==> src/rtl/quadric_surface_sign_evaluator_defines.svh <==
// assertion macros for the quadric surface sign evaluator
// depends on nothing; included by files that carry concurrent assertions
`ifndef QUADRIC_SURFACE_SIGN_EVALUATOR_DEFINES_SVH
`define QUADRIC_SURFACE_SIGN_EVALUATOR_DEFINES_SVH
`ifndef NO_ASSERTIONS
// same-cycle implication
`define QSSE_ASSERT_IMPLY(lbl, clk, rst_n, ante, cons) \
    lbl: assert property (@(posedge clk) disable iff (!rst_n) (ante) |-> (cons)) \
        else $error("qsse assertion failed");
// delayed implication; argument n gives the delay
`define QSSE_ASSERT_DELAY(lbl, clk, rst_n, ante, cons, n) \
    lbl: assert property (@(posedge clk) disable iff (!rst_n) (ante) |-> ##(n) (cons)) \
        else $error("qsse latency assertion failed");
`else
`define QSSE_ASSERT_IMPLY(lbl, clk, rst_n, ante, cons)
`define QSSE_ASSERT_DELAY(lbl, clk, rst_n, ante, cons, n)
`endif
`endif

==> src/rtl/qsse_pkg.sv <==
// shared constants, codes and payload types of the quadric surface sign evaluator
// depends on nothing
package qsse_pkg;

    // word format
    localparam int W       = 32;
    localparam int F       = 16;
    localparam int H       = W / 2;
    localparam int OW      = W + 1;
    localparam int NW      = W + 2;
    localparam int AW      = W + 3;
    localparam int VW      = W + 4;
    localparam int KIND_W  = 4;
    localparam int IDX_W   = 3;

    // pipeline depth
    localparam int DIV_LAT = W + 2;
    localparam int LAST    = DIV_LAT + 6;
    localparam int NPOS    = LAST + 1;

    localparam logic signed [W-1:0] WMAX  = {1'b0, {(W-1){1'b1}}};
    localparam logic signed [W-1:0] WMIN  = {1'b1, {(W-1){1'b0}}};
    localparam logic signed [W-1:0] ONE_Q = {{(W-F-1){1'b0}}, 1'b1, {F{1'b0}}};

    typedef enum logic [KIND_W-1:0] {
        KIND_NONE   = 4'd0,
        KIND_PX     = 4'd1,
        KIND_PY     = 4'd2,
        KIND_PZ     = 4'd3,
        KIND_PLANE  = 4'd4,
        KIND_SPHERE = 4'd5,
        KIND_CYL    = 4'd6,
        KIND_ECYL   = 4'd7,
        KIND_CONE   = 4'd8,
        KIND_ELL    = 4'd9
    } t_kind;

    typedef enum logic [IDX_W-1:0] {
        REG_KIND   = 3'd0,
        REG_COEF_A = 3'd1,
        REG_COEF_B = 3'd2,
        REG_COEF_C = 3'd3,
        REG_COEF_D = 3'd4,
        REG_SENSE  = 3'd5
    } t_reg_idx;

    typedef struct packed {
        logic signed [W-1:0] point_x;
        logic signed [W-1:0] point_y;
        logic signed [W-1:0] point_z;
    } t_cmd;

    typedef struct packed {
        logic signed [W-1:0] side_value;
        logic                eval_error;
    } t_result;

    // per-transaction side data carried along the pipeline
    typedef struct packed {
        t_kind                kind;
        logic                 err;
        logic signed [AW-1:0] acc;
    } t_side;

endpackage

==> src/rtl/qsse_mul.sv <==
// two-stage fixed point multiplier: floor(a*b / 2^F) saturated to the word range
// depends on qsse_pkg
module qsse_mul (
    input  logic                            i_clk,
    input  logic signed [qsse_pkg::OW-1:0]  i_a,
    input  logic signed [qsse_pkg::OW-1:0]  i_b,
    output logic signed [qsse_pkg::W-1:0]   o_p
);
    localparam int LW = qsse_pkg::H + 1;
    localparam int UW = qsse_pkg::OW - qsse_pkg::H;
    localparam int PW = 2 * qsse_pkg::OW;
    localparam logic signed [PW-1:0] PMAX = PW'(qsse_pkg::WMAX);
    localparam logic signed [PW-1:0] PMIN = PW'(qsse_pkg::WMIN);

    logic signed [qsse_pkg::OW+LW-1:0] n_lo, r_lo;
    logic signed [qsse_pkg::OW+UW-1:0] n_hi, r_hi;
    logic signed [PW-1:0]              n_full, n_shr;
    logic signed [qsse_pkg::W-1:0]     n_p, r_p;

    // partial products on the low and high halves of b
    always_comb begin
        n_lo = i_a * $signed({1'b0, i_b[qsse_pkg::H-1:0]});
        n_hi = i_a * $signed(i_b[qsse_pkg::OW-1:qsse_pkg::H]);
    end

    // sum, floor shift and saturation
    always_comb begin
        n_full = (PW'(r_hi) <<< qsse_pkg::H) + PW'(r_lo);
        n_shr  = n_full >>> qsse_pkg::F;
        if (n_shr > PMAX) begin
            n_p = qsse_pkg::WMAX;
        end else if (n_shr < PMIN) begin
            n_p = qsse_pkg::WMIN;
        end else begin
            n_p = $signed(n_shr[qsse_pkg::W-1:0]);
        end
    end

    always_ff @(posedge i_clk) begin
        r_lo <= n_lo;
        r_hi <= n_hi;
        r_p  <= n_p;
    end

    assign o_p = r_p;
endmodule

==> config.mk <==
export PLATFORM = sky130hd
export DESIGN_NAME = qsse_mul
export DESIGN_NICKNAME = d
export VERILOG_FILES = /design/src/rtl/quadric_surface_sign_evaluator_defines.svh /design/src/rtl/qsse_pkg.sv /design/src/rtl/qsse_mul.sv
export SDC_FILE = /design/constraint.sdc
export NUM_CORES = 2
export LEC_CHECK = 0
export ABC_AREA = 1
export BUFFER_PORTS_ARGS = -buffer_cell sky130_fd_sc_hd__buf_2
export CAP_MARGIN = 20
export CORE_MARGIN = 1.5
export CORE_UTILIZATION = 30
export DETAILED_ROUTE_END_ITERATION = 8
export PLACE_DENSITY_LB_ADDON = 0.2
export SLEW_MARGIN = 10
export SYNTH_ARGS = -nofsm -noshare
export SYNTH_HDL_FRONTEND = slang
export SYNTH_SLANG_ARGS = --single-unit
==> constraint.sdc <==
create_clock -name i_clk -period 17.85 [get_ports i_clk]
set_input_delay 2.6775 -clock i_clk [delete_from_list [all_inputs] [get_ports i_clk]]
set_output_delay 2.6775 -clock i_clk [all_outputs]
set_load 0.05 [all_outputs]
==> impl_metrics.json <==
{
  "ant_nets": 0,
  "die_h_um": 394,
  "synthCells": 6136,
  "synth_top_area_share_pct": 45.3,
  "cts_tree": "built",
  "crit_required_ps": 18170,
  "dp_hpwl_um": 115000,
  "drt-total-wl_um": 144000,
  "pin_count": 99,
  "vias": 36100,
  "grt.busiest_layer": "met2",
  "grt_util_met3_pct": 2.00,
  "tns_ps": 0,
  "slowest_stage": "buf_2",
  "clock_skew_ps": 12.8,
  "h-tree-depth": 4,
  "core_um2": 152000,
  "hold_violations": 0,
  "overflow": 0,
  "route.detailed.drc": 0,
  "fillerInstances": 16400,
  "crit_top_cell": "fa_1",
  "synth_area_leaders": "fa_1, inv_1, nand2_1",
  "synth_top_area_cell": "fa_1",
  "grt.met1_usage_pct": 27.0,
  "io_buffers": 98,
  "first_global_vias": 39300,
  "worst_slew_pin_slew_ps": 1160,
  "cts_resized": 0,
  "endpoint_kind": "flop",
  "antenna_found_initial": 7,
  "worstSetupPathType": "in2reg",
  "grtUsageTotal_pct": 19.0,
  "worstHoldPathType": "reg2reg",
  "ys_types": 45,
  "clkLatencyLatePin_ps": 440,
  "crit_path_max_incr_delay_ps": 770,
  "die_x_um": 394,
  "fin_crit_ps": 8720,
  "avgRoutedWirePerCell_um": 17.9,
  "slew-limit-headroom_pct": 22.7,
  "dieArea_um2": 155000,
  "root_buffer": "clkbuf_16",
  "yosys_warnings": 0,
  "cts_setup_buffers": 0,
  "outcome": "complete, no violations",
  "syn_area_um2": 45900,
  "synthesis.nets": 7524,
  "cp_cell_sequence": "buf_2, nand2_1, fa_1, fa_1, fa_1, inv_1, fa_1, fa_1, inv_1, fa_1, inv_1, ha_1, nand2_1, nor2_1, inv_1, nor4_1, nand3_1, nand3_1, a31oi_1, xor2_1",
  "cts_sinks": 116,
  "rsz0062_at_grt": "false",
  "drv_cap": 0,
  "final_common_cell": "inv_1",
  "worstPathMaxFanout": 33,
  "synth-edff-count": 0,
  "ys.flop_type": "dfxtp_1",
  "start_util_pct": 30.2,
  "finalCritPeriodShare_pct": 48.9,
  "fmax_mhz": 115,
  "area_delta_synth_final_pct": 6.17,
  "final_nets": 7406,
  "syn_avg_cell_area_um2": 7.48,
  "gp_congestion": 0.923,
  "drtIter0Drc": 2271,
  "clockBufferDepth": 2,
  "ctsHoldBuffers": 0,
  "final_cell_mix": "inv_1, nand2_1, fa_1, ha_1, nor2_1",
  "critical_path_buf_inv_count": 5,
  "grt_max_degree": 35,
  "worstPathArrival_ps": 9040,
  "first_pass_iters": 5,
  "ys_ff_latch": 116,
  "synthArstFlopShare_pct": 0,
  "cts_buffers": 17,
  "cts.clk_slew.worst_paths_ps": 70,
  "finalSetupViolCount": 0,
  "drive_above_1_share_pct": 3.30,
  "cpLargestDelayFamily": "adder cells",
  "finalMaxSlewViolations": 0,
  "use_met2_pct": 31.5,
  "ys_seq_area_share_pct": 5.06,
  "grt_pass1_wl_um": 231000,
  "start_kind": "input port",
  "routed_via_density": 4.48,
  "rows": 143
}
==> cell families (layout without fill, tap and decap cells) <==
group	Yosys count	after routing	share of synthesized area (%)
and+or+nand+nor	2094	2094	17.9
AOI/OAI and AO/OA	329	329	4.01
DFF	116	116	5.06
other	0	4	0
xor gates and xnor gates	123	123	2.35
buffers and inverters	2153	2047	17.7
adders and majority gates	1321	1321	53.0
==> Yosys cell counts, types with 6 or more instances <==
cell and instances:
a21oi_1 160, a31oi_1 31, buf_6 6, clkbuf_1 258
dfxtp_1 116, fa_1 1038, ha_1 283, inv_1 1887
nand2_1 1714, nand2_2 10, nand3_1 56, nand4_1 34
nor2_1 225, nor2_2 14, nor3_1 15, o21a_1 12
o21ai_0 80, o21bai_1 12, or2_2 6, xnor2_1 44
xor2_1 79
==> per-stage QoR <==
stage	setup slack (ps)	hold WS (ps)	util [%]	cell area, um^2	cells
3_3_place_gp	8660	598	31.7	48100	8029
2_1_floorplan	9750	506	-	45900	6136
3_5_place_dp	8610	587	31.7	48100	8029
6_report	9130	582	32.1	48700	8064
4_1_cts	9080	607	32.1	48700	8060
5_1_grt	8710	632	32.1	48700	8062
==> flip-flops by register name, summed over array words and instances, names as in the netlist <==
register and count:
r_lo 34, o_p 32, r_hi 50
==> path summary, 6_finish.rpt <==
check	startpoint	to	slack (ps)	depth (start not counted)
worst max-delay path	i_a[25]	r_hi[46]	9130	20
worst max register to register	r_lo[49]	o_p[4]	14220	14
worst min register to register	r_hi[0]	o_p[0]	580	3
worst min-delay path	r_hi[0]	o_p[0]	580	3
==> final cells by class <==
cell class / count / area, um^2 / area share [%]
Antenna cell: 4 / 10.0 / 0.0206
Clock buffer: 17 / 425 / 0.873
Clock inverter: 14 / 179 / 0.367
Inverter: 1888 / 7090 / 14.5
Multi-Input combinational cell: 3867 / 35400 / 72.7
Sequential cell: 116 / 2320 / 4.77
Tap cell: 2030 / 2540 / 5.21
Timing Repair Buffer: 128 / 716 / 1.47
==> metal layers <==
layer,vias to the layer above,wire length [um]
met5,-,20
met4,4,2440
met3,108,6430
met2,806,65900
met1,18300,69200
li1,16900,-
==> worst register-to-register path, stage by stage (launching register included) <==
cell and delay [ps]:
dfxtp_1 860, ha_1 460, nand2_1 140, nor2_1 270
nand2_1 150, nor2_1 220, nand4_1 210, nand3_1 140
nand2_1 50, nand2_1 100, nand3_1 90, nor3_1 170
nand3_1 110, nand2_2 400, nand2_1 130
Power is left out: the tool's default activity adds up to more than one toggle a clock period on the data nets, which glitch-free logic cannot reach.
