## src/rtl/quadric_surface_sign_evaluator_defines.svh

```systemverilog
// assertion macros for the quadric surface sign evaluator
// depends on nothing; included by files that carry concurrent assertions
`ifndef QUADRIC_SURFACE_SIGN_EVALUATOR_DEFINES_SVH
`define QUADRIC_SURFACE_SIGN_EVALUATOR_DEFINES_SVH
`ifndef NO_ASSERTIONS
// same-cycle implication
`define QSSE_ASSERT_IMPLY(lbl, clk, rst_n, ante, cons) \
    lbl: assert property (@(posedge clk) disable iff (!rst_n) (ante) |-> (cons)) \
        else $error("qsse assertion failed");
// delayed implication; argument n gives the delay
`define QSSE_ASSERT_DELAY(lbl, clk, rst_n, ante, cons, n) \
    lbl: assert property (@(posedge clk) disable iff (!rst_n) (ante) |-> ##(n) (cons)) \
        else $error("qsse latency assertion failed");
`else
`define QSSE_ASSERT_IMPLY(lbl, clk, rst_n, ante, cons)
`define QSSE_ASSERT_DELAY(lbl, clk, rst_n, ante, cons, n)
`endif
`endif

```

## src/rtl/qsse_pkg.sv

```systemverilog
// shared constants, codes and payload types of the quadric surface sign evaluator
// depends on nothing
package qsse_pkg;

    // word format
    localparam int W       = 32;
    localparam int F       = 16;
    localparam int H       = W / 2;
    localparam int OW      = W + 1;
    localparam int NW      = W + 2;
    localparam int AW      = W + 3;
    localparam int VW      = W + 4;
    localparam int KIND_W  = 4;
    localparam int IDX_W   = 3;

    // pipeline depth
    localparam int DIV_LAT = W + 2;
    localparam int LAST    = DIV_LAT + 6;
    localparam int NPOS    = LAST + 1;

    localparam logic signed [W-1:0] WMAX  = {1'b0, {(W-1){1'b1}}};
    localparam logic signed [W-1:0] WMIN  = {1'b1, {(W-1){1'b0}}};
    localparam logic signed [W-1:0] ONE_Q = {{(W-F-1){1'b0}}, 1'b1, {F{1'b0}}};

    typedef enum logic [KIND_W-1:0] {
        KIND_NONE   = 4'd0,
        KIND_PX     = 4'd1,
        KIND_PY     = 4'd2,
        KIND_PZ     = 4'd3,
        KIND_PLANE  = 4'd4,
        KIND_SPHERE = 4'd5,
        KIND_CYL    = 4'd6,
        KIND_ECYL   = 4'd7,
        KIND_CONE   = 4'd8,
        KIND_ELL    = 4'd9
    } t_kind;

    typedef enum logic [IDX_W-1:0] {
        REG_KIND   = 3'd0,
        REG_COEF_A = 3'd1,
        REG_COEF_B = 3'd2,
        REG_COEF_C = 3'd3,
        REG_COEF_D = 3'd4,
        REG_SENSE  = 3'd5
    } t_reg_idx;

    typedef struct packed {
        logic signed [W-1:0] point_x;
        logic signed [W-1:0] point_y;
        logic signed [W-1:0] point_z;
    } t_cmd;

    typedef struct packed {
        logic signed [W-1:0] side_value;
        logic                eval_error;
    } t_result;

    // per-transaction side data carried along the pipeline
    typedef struct packed {
        t_kind                kind;
        logic                 err;
        logic signed [AW-1:0] acc;
    } t_side;

endpackage

```

## src/rtl/qsse_div.sv

```systemverilog
// pipelined restoring divider: n * 2^F / d truncated toward zero, saturated
// depends on qsse_pkg; one quotient bit per stage
module qsse_div (
    input  logic                            i_clk,
    input  logic signed [qsse_pkg::NW-1:0]  i_num,
    input  logic signed [qsse_pkg::W-1:0]   i_den,
    output logic signed [qsse_pkg::W-1:0]   o_quo
);
    localparam int W  = qsse_pkg::W;
    localparam int DW = qsse_pkg::NW + qsse_pkg::F;
    localparam int RW = W + 1;

    logic [qsse_pkg::NW-1:0] n_nm;
    logic [W-1:0]            n_dm;
    logic [DW-1:0]           n_dv;
    logic                    n_ovf;

    logic [RW-1:0] r_rem [0:W];
    logic [W-1:0]  r_low [0:W];
    logic [W-1:0]  r_q   [0:W];
    logic [W-1:0]  r_dm  [0:W];
    logic          r_neg [0:W];
    logic          r_ovf [0:W];

    logic [RW-1:0] n_rem [0:W-1];
    logic [W-1:0]  n_q   [0:W-1];

    logic [W-1:0]          n_lim, n_mag;
    logic signed [W-1:0]   n_quo, r_quo;

    // magnitudes, overflow test on the top dividend bits
    always_comb begin
        n_nm  = i_num[qsse_pkg::NW-1] ? (~i_num + 1'b1) : i_num;
        n_dm  = i_den[W-1] ? (~i_den + 1'b1) : i_den;
        n_dv  = {n_nm, {qsse_pkg::F{1'b0}}};
        n_ovf = (DW'(n_dv[DW-1:W]) >= DW'(n_dm));
    end

    // one compare and subtract per stage
    always_comb begin
        logic [RW:0] t;
        logic        ge;
        for (int i = 0; i < W; i++) begin
            t        = {r_rem[i], r_low[i][W-1]};
            ge       = (t >= (RW+1)'(r_dm[i]));
            n_rem[i] = ge ? RW'(t - (RW+1)'(r_dm[i])) : RW'(t);
            n_q[i]   = {r_q[i][W-2:0], ge};
        end
    end

    // clamp and sign
    always_comb begin
        n_lim = r_neg[W] ? qsse_pkg::WMIN : qsse_pkg::WMAX;
        n_mag = (r_ovf[W] || (r_q[W] > n_lim)) ? n_lim : r_q[W];
        n_quo = r_neg[W] ? $signed(~n_mag + 1'b1) : $signed(n_mag);
    end

    always_ff @(posedge i_clk) begin
        r_rem[0] <= RW'(n_dv[DW-1:W]);
        r_low[0] <= n_dv[W-1:0];
        r_q[0]   <= '0;
        r_dm[0]  <= n_dm;
        r_neg[0] <= i_num[qsse_pkg::NW-1] ^ i_den[W-1];
        r_ovf[0] <= n_ovf;
        for (int i = 0; i < W; i++) begin
            r_rem[i+1] <= n_rem[i];
            r_low[i+1] <= {r_low[i][W-2:0], 1'b0};
            r_q[i+1]   <= n_q[i];
            r_dm[i+1]  <= r_dm[i];
            r_neg[i+1] <= r_neg[i];
            r_ovf[i+1] <= r_ovf[i];
        end
        r_quo <= n_quo;
    end

    assign o_quo = r_quo;
endmodule

```

## config.mk

```make
export PLATFORM = sky130hd
export DESIGN_NAME = qsse_div
export DESIGN_NICKNAME = d
export VERILOG_FILES = /design/src/rtl/quadric_surface_sign_evaluator_defines.svh /design/src/rtl/qsse_pkg.sv /design/src/rtl/qsse_div.sv
export SDC_FILE = /design/constraint.sdc
export NUM_CORES = 2
export LEC_CHECK = 0
export BUFFER_PORTS_ARGS = -buffer_cell sky130_fd_sc_hd__buf_2
export CAP_MARGIN = 5
export CORE_MARGIN = 2
export CORE_UTILIZATION = 25
export DETAILED_ROUTE_END_ITERATION = 8
export MAX_ROUTING_LAYER = met4
export SLEW_MARGIN = 20
export SYNTH_ARGS = -nofsm -noshare
export SYNTH_HDL_FRONTEND = slang
export SYNTH_MEMORY_MAX_BITS = 65536
export SYNTH_SLANG_ARGS = --single-unit
```

## constraint.sdc

```tcl
create_clock -name i_clk -period 16.13 [get_ports i_clk]
set_clock_uncertainty 0.05 [all_clocks]
set_input_delay 0.8065 -clock i_clk [delete_from_list [all_inputs] [get_ports i_clk]]
set_output_delay 0.8065 -clock i_clk [all_outputs]
set_load 0.05 [all_outputs]
```

==> results.cfg <==
[outcome]
run_status = finished, final reports clean

[setup_path]
worst-r2r-cell-count = 17
setup_slack_of_the_most_critical_reg_to_reg_path_ps = 10440
crit_path_max_incr_delay_ps = 610
worst_setup_path_end_kind = register
worst-endpoint-arrival_ps = 6350
worst-path-stages = 17
setup.worst_path.start_class = register
critPathKind = register to register
crit_path_top_delay_cell = sky130_fd_sc_hd__inv_1
worst_setup_path_start = r_neg[4][0]
r2r-start = r_neg[4][0]
critPathMaxFanout = 75
worst_r2r_endpoint = o_quo[26]
crit_family = simple AND/OR/NAND/NOR gates
cp.required_ps = 16790
series_of_cell_instances_along_the_critical_path = buf_4, inv_1, ha_1, nand4_1, or4_1, o211ai_1, a21o_1, a21o_1, buf_4, nand2_1, o21ai_0, ha_1, nand3b_1, or4_1, or3_1, a211oi_1, a311oi_1
critical_path.n_buffers_inverters = 3

[finish]
ratio_of_cells_with_drive_above_1_in_the_final_layout_pct = 6.80
flow.area_growth_from_synthesis_pct = 14.4
postLayoutCellArea_um2 = 139000
nets = 14300

[floorplanning]
die_w_um = 702
fp.dieH_um = 702
initial_core_util_pct = 25.1
ioPinCount = 99
placement_rows = 256
core_um2 = 486000
die_area_um2 = 493000

[sta]
setup_ws_ps = 10440
timing_worst_slew_pin_value_ps = 1120
grt_setup_unrepaired = false
final-hold-violation-count = 0
fmax_mhz = 176
fin_crit_sh_pct = 35.3
period_needed_ps = 5690
worst_hold_slack_ps = 97.4
setup_viol = 0
setup-tns-final_ps = 0
finalMaxSlewViolations = 0
rel_slew_slack_pct = 24.7

[placement]
gpl.final_weighted_congestion = 0.901
port-buffer-count = 98
post-dp-hpwl_um = 211000
dp_slack_ps = 10490
placed_area_um2 = 130000

[yosys]
synth_warn = 0
yosys_register_bits = 2827
synth.net_count = 14100
netlist_area_um2 = 122000
synth-main-ff-cell = sky130_fd_sc_hd__dfxtp_1
post_synthesis_mean_instance_area_um2 = 9.39
post-synth-top-count-cell = sky130_fd_sc_hd__dfxtp_1
syn_inst = 13000
seq_area_frac_synth_pct = 46.4
synthDominantAreaCellType = sky130_fd_sc_hd__dfxtp_1
ys_top_cells_by_area = sky130_fd_sc_hd__dfxtp_1, sky130_fd_sc_hd__ha_1, sky130_fd_sc_hd__a21oi_1
synth_edf_count = 0
async_set_or_reset_register_ratio_after_synthesis_pct = 0
synth_top_cells_by_count = sky130_fd_sc_hd__dfxtp_1, sky130_fd_sc_hd__inv_1, sky130_fd_sc_hd__a21oi_1, sky130_fd_sc_hd__ha_1, sky130_fd_sc_hd__nand2_1
synth_largest_type_area_fraction_pct = 46.4
post_synth_num_cell_types = 86

[clocking]
cts-resized-gates = 0
root_buf_cell = sky130_fd_sc_hd__clkbuf_16
clock_tree.htree_level_count = 5
cts-buffers-inserted = 280
cts.reportedPaths.clkPinSlew_ps = 70
tritoncts = done
cts_setup_buffers = 0
clkSinkCount = 2827
clk_latency_ps = 880
cts_max_path_buffers = 4

[power]
p_leak_nw = 62.6
powerDensity_nw_per_um2 = 214
power.ir.vdd_worst_uv = 90.1
post-layout-total-power_mw = 29.9

[drt]
route.layer.met1.wl_um = 109000
final_antenna_net_count = 0
drt-wirelength-per-cell_um = 13.7
detailroute.via_count = 86900
met3RoutedLength_um = 8800
routed_via_density = 4.38
detail_route.first_pass.iterations = 8
drt_iter0_markers = 4399
remaining_drc_errors = 0
route.top_layer_used = met4
dr_wl_met2_um = 138000
finalWirelength_um = 271000

[hold_path]
whs_path_depth = 2
worst_hold_path_type = input port to register
worst_hold_launch = i_den[30]
hold-path-endpoint = r_dm[0][31]

[grt]
antenna_found_initial = 11
track_usage_pct = 11.1
grt_pass1_vias = 87400
grt_max_degree = 76
grt_pass1_wl_um = 439000
grt_residual_overflow = 0

[job]
maxCapViolations = 0
## state kept, by name (all words and copies together) (netlist names)
register  flops
r_q         528
o_quo        32
r_dm       1024
r_neg        33
r_low       136
r_rem      1041
r_ovf        33
## worst max-delay path by stage
stage,to,slack [ps]
2_1_floorplan,o_quo[20],10820
3_3_place_gp,o_quo[26],10360
3_5_place_dp,o_quo[26],10490
4_1_cts,o_quo[26],10460
5_1_grt,o_quo[26],9910
6_report,o_quo[26],10440
## cells in the final DEF (no fill, tap or decap), drive strengths merged, types with 62 or more instances in the layout
cell	instances
a211oi	63
a21o	558
a21oi	1202
a31oi	133
and3	84
buf	145
clkbuf	397
dfxtp	2827
ha	1063
inv	1325
mux2	221
nand2	893
nand2b	154
nand3	175
nand4	126
nor2	825
nor2b	142
nor3	168
o21a	123
o21ai	814
o21bai	103
o31ai	79
or3	62
xnor2	543
xor2	361
## power by group
group / total (mW) / internal (mW) / switching, mW / leakage, nW
clock network: 6.64 / 3.92 / 2.72 / 4.60
logic: 13.2 / 5.87 / 7.30 / 34.4
registers: 10.1 / 9.05 / 1.03 / 23.7
total: 29.9 / 18.8 / 11.1 / 62.6
## logic make-up after synthesis
group / share of synthesized area [%]
AO/OA/AOI/OAI: 17.5
XOR/XNOR: 6.49
adder cells (fa/ha/maj): 11.4
buffers and inverters: 4.80
flip-flops: 46.4
multiplexers: 2.17
AND/OR/NAND/NOR: 11.2
## layout make-up
cell class / instances / area, um2
clock buffers: 397 / 8170
fillers: 50600 / 346000
well taps: 6450 / 8070
clock inverters: 87 / 1180
diodes: 12 / 30.0
inverters: 1315 / 4940
multi-input cells: 8601 / 59600
repair buffers: 147 / 863
flip-flops and latches: 2827 / 56600
## layer usage
metal | global-route usage [%] | vias to the layer above
met5 | - | -
met4 | 5.98 | 0
met3 | 1.44 | 715
met2 | 20.5 | 1428
met1 | 11.3 | 39700
li1 | - | 45100
## per-stage QoR
step,util [%],std cells
2_1_floorplan,-,13000
3_5_place_dp,26.8,19300
6_report,28.7,19800
3_3_place_gp,26.8,19300
5_1_grt,28.7,19800
4_1_cts,28.7,19800
## timing repair
action                                  4_1_cts  5_1_grt
endpoints found under the setup margin        0        0
hold buffers                                  2        0
endpoints found under the hold margin         2        0
Note: power is estimated with default switching activity, not from simulation.
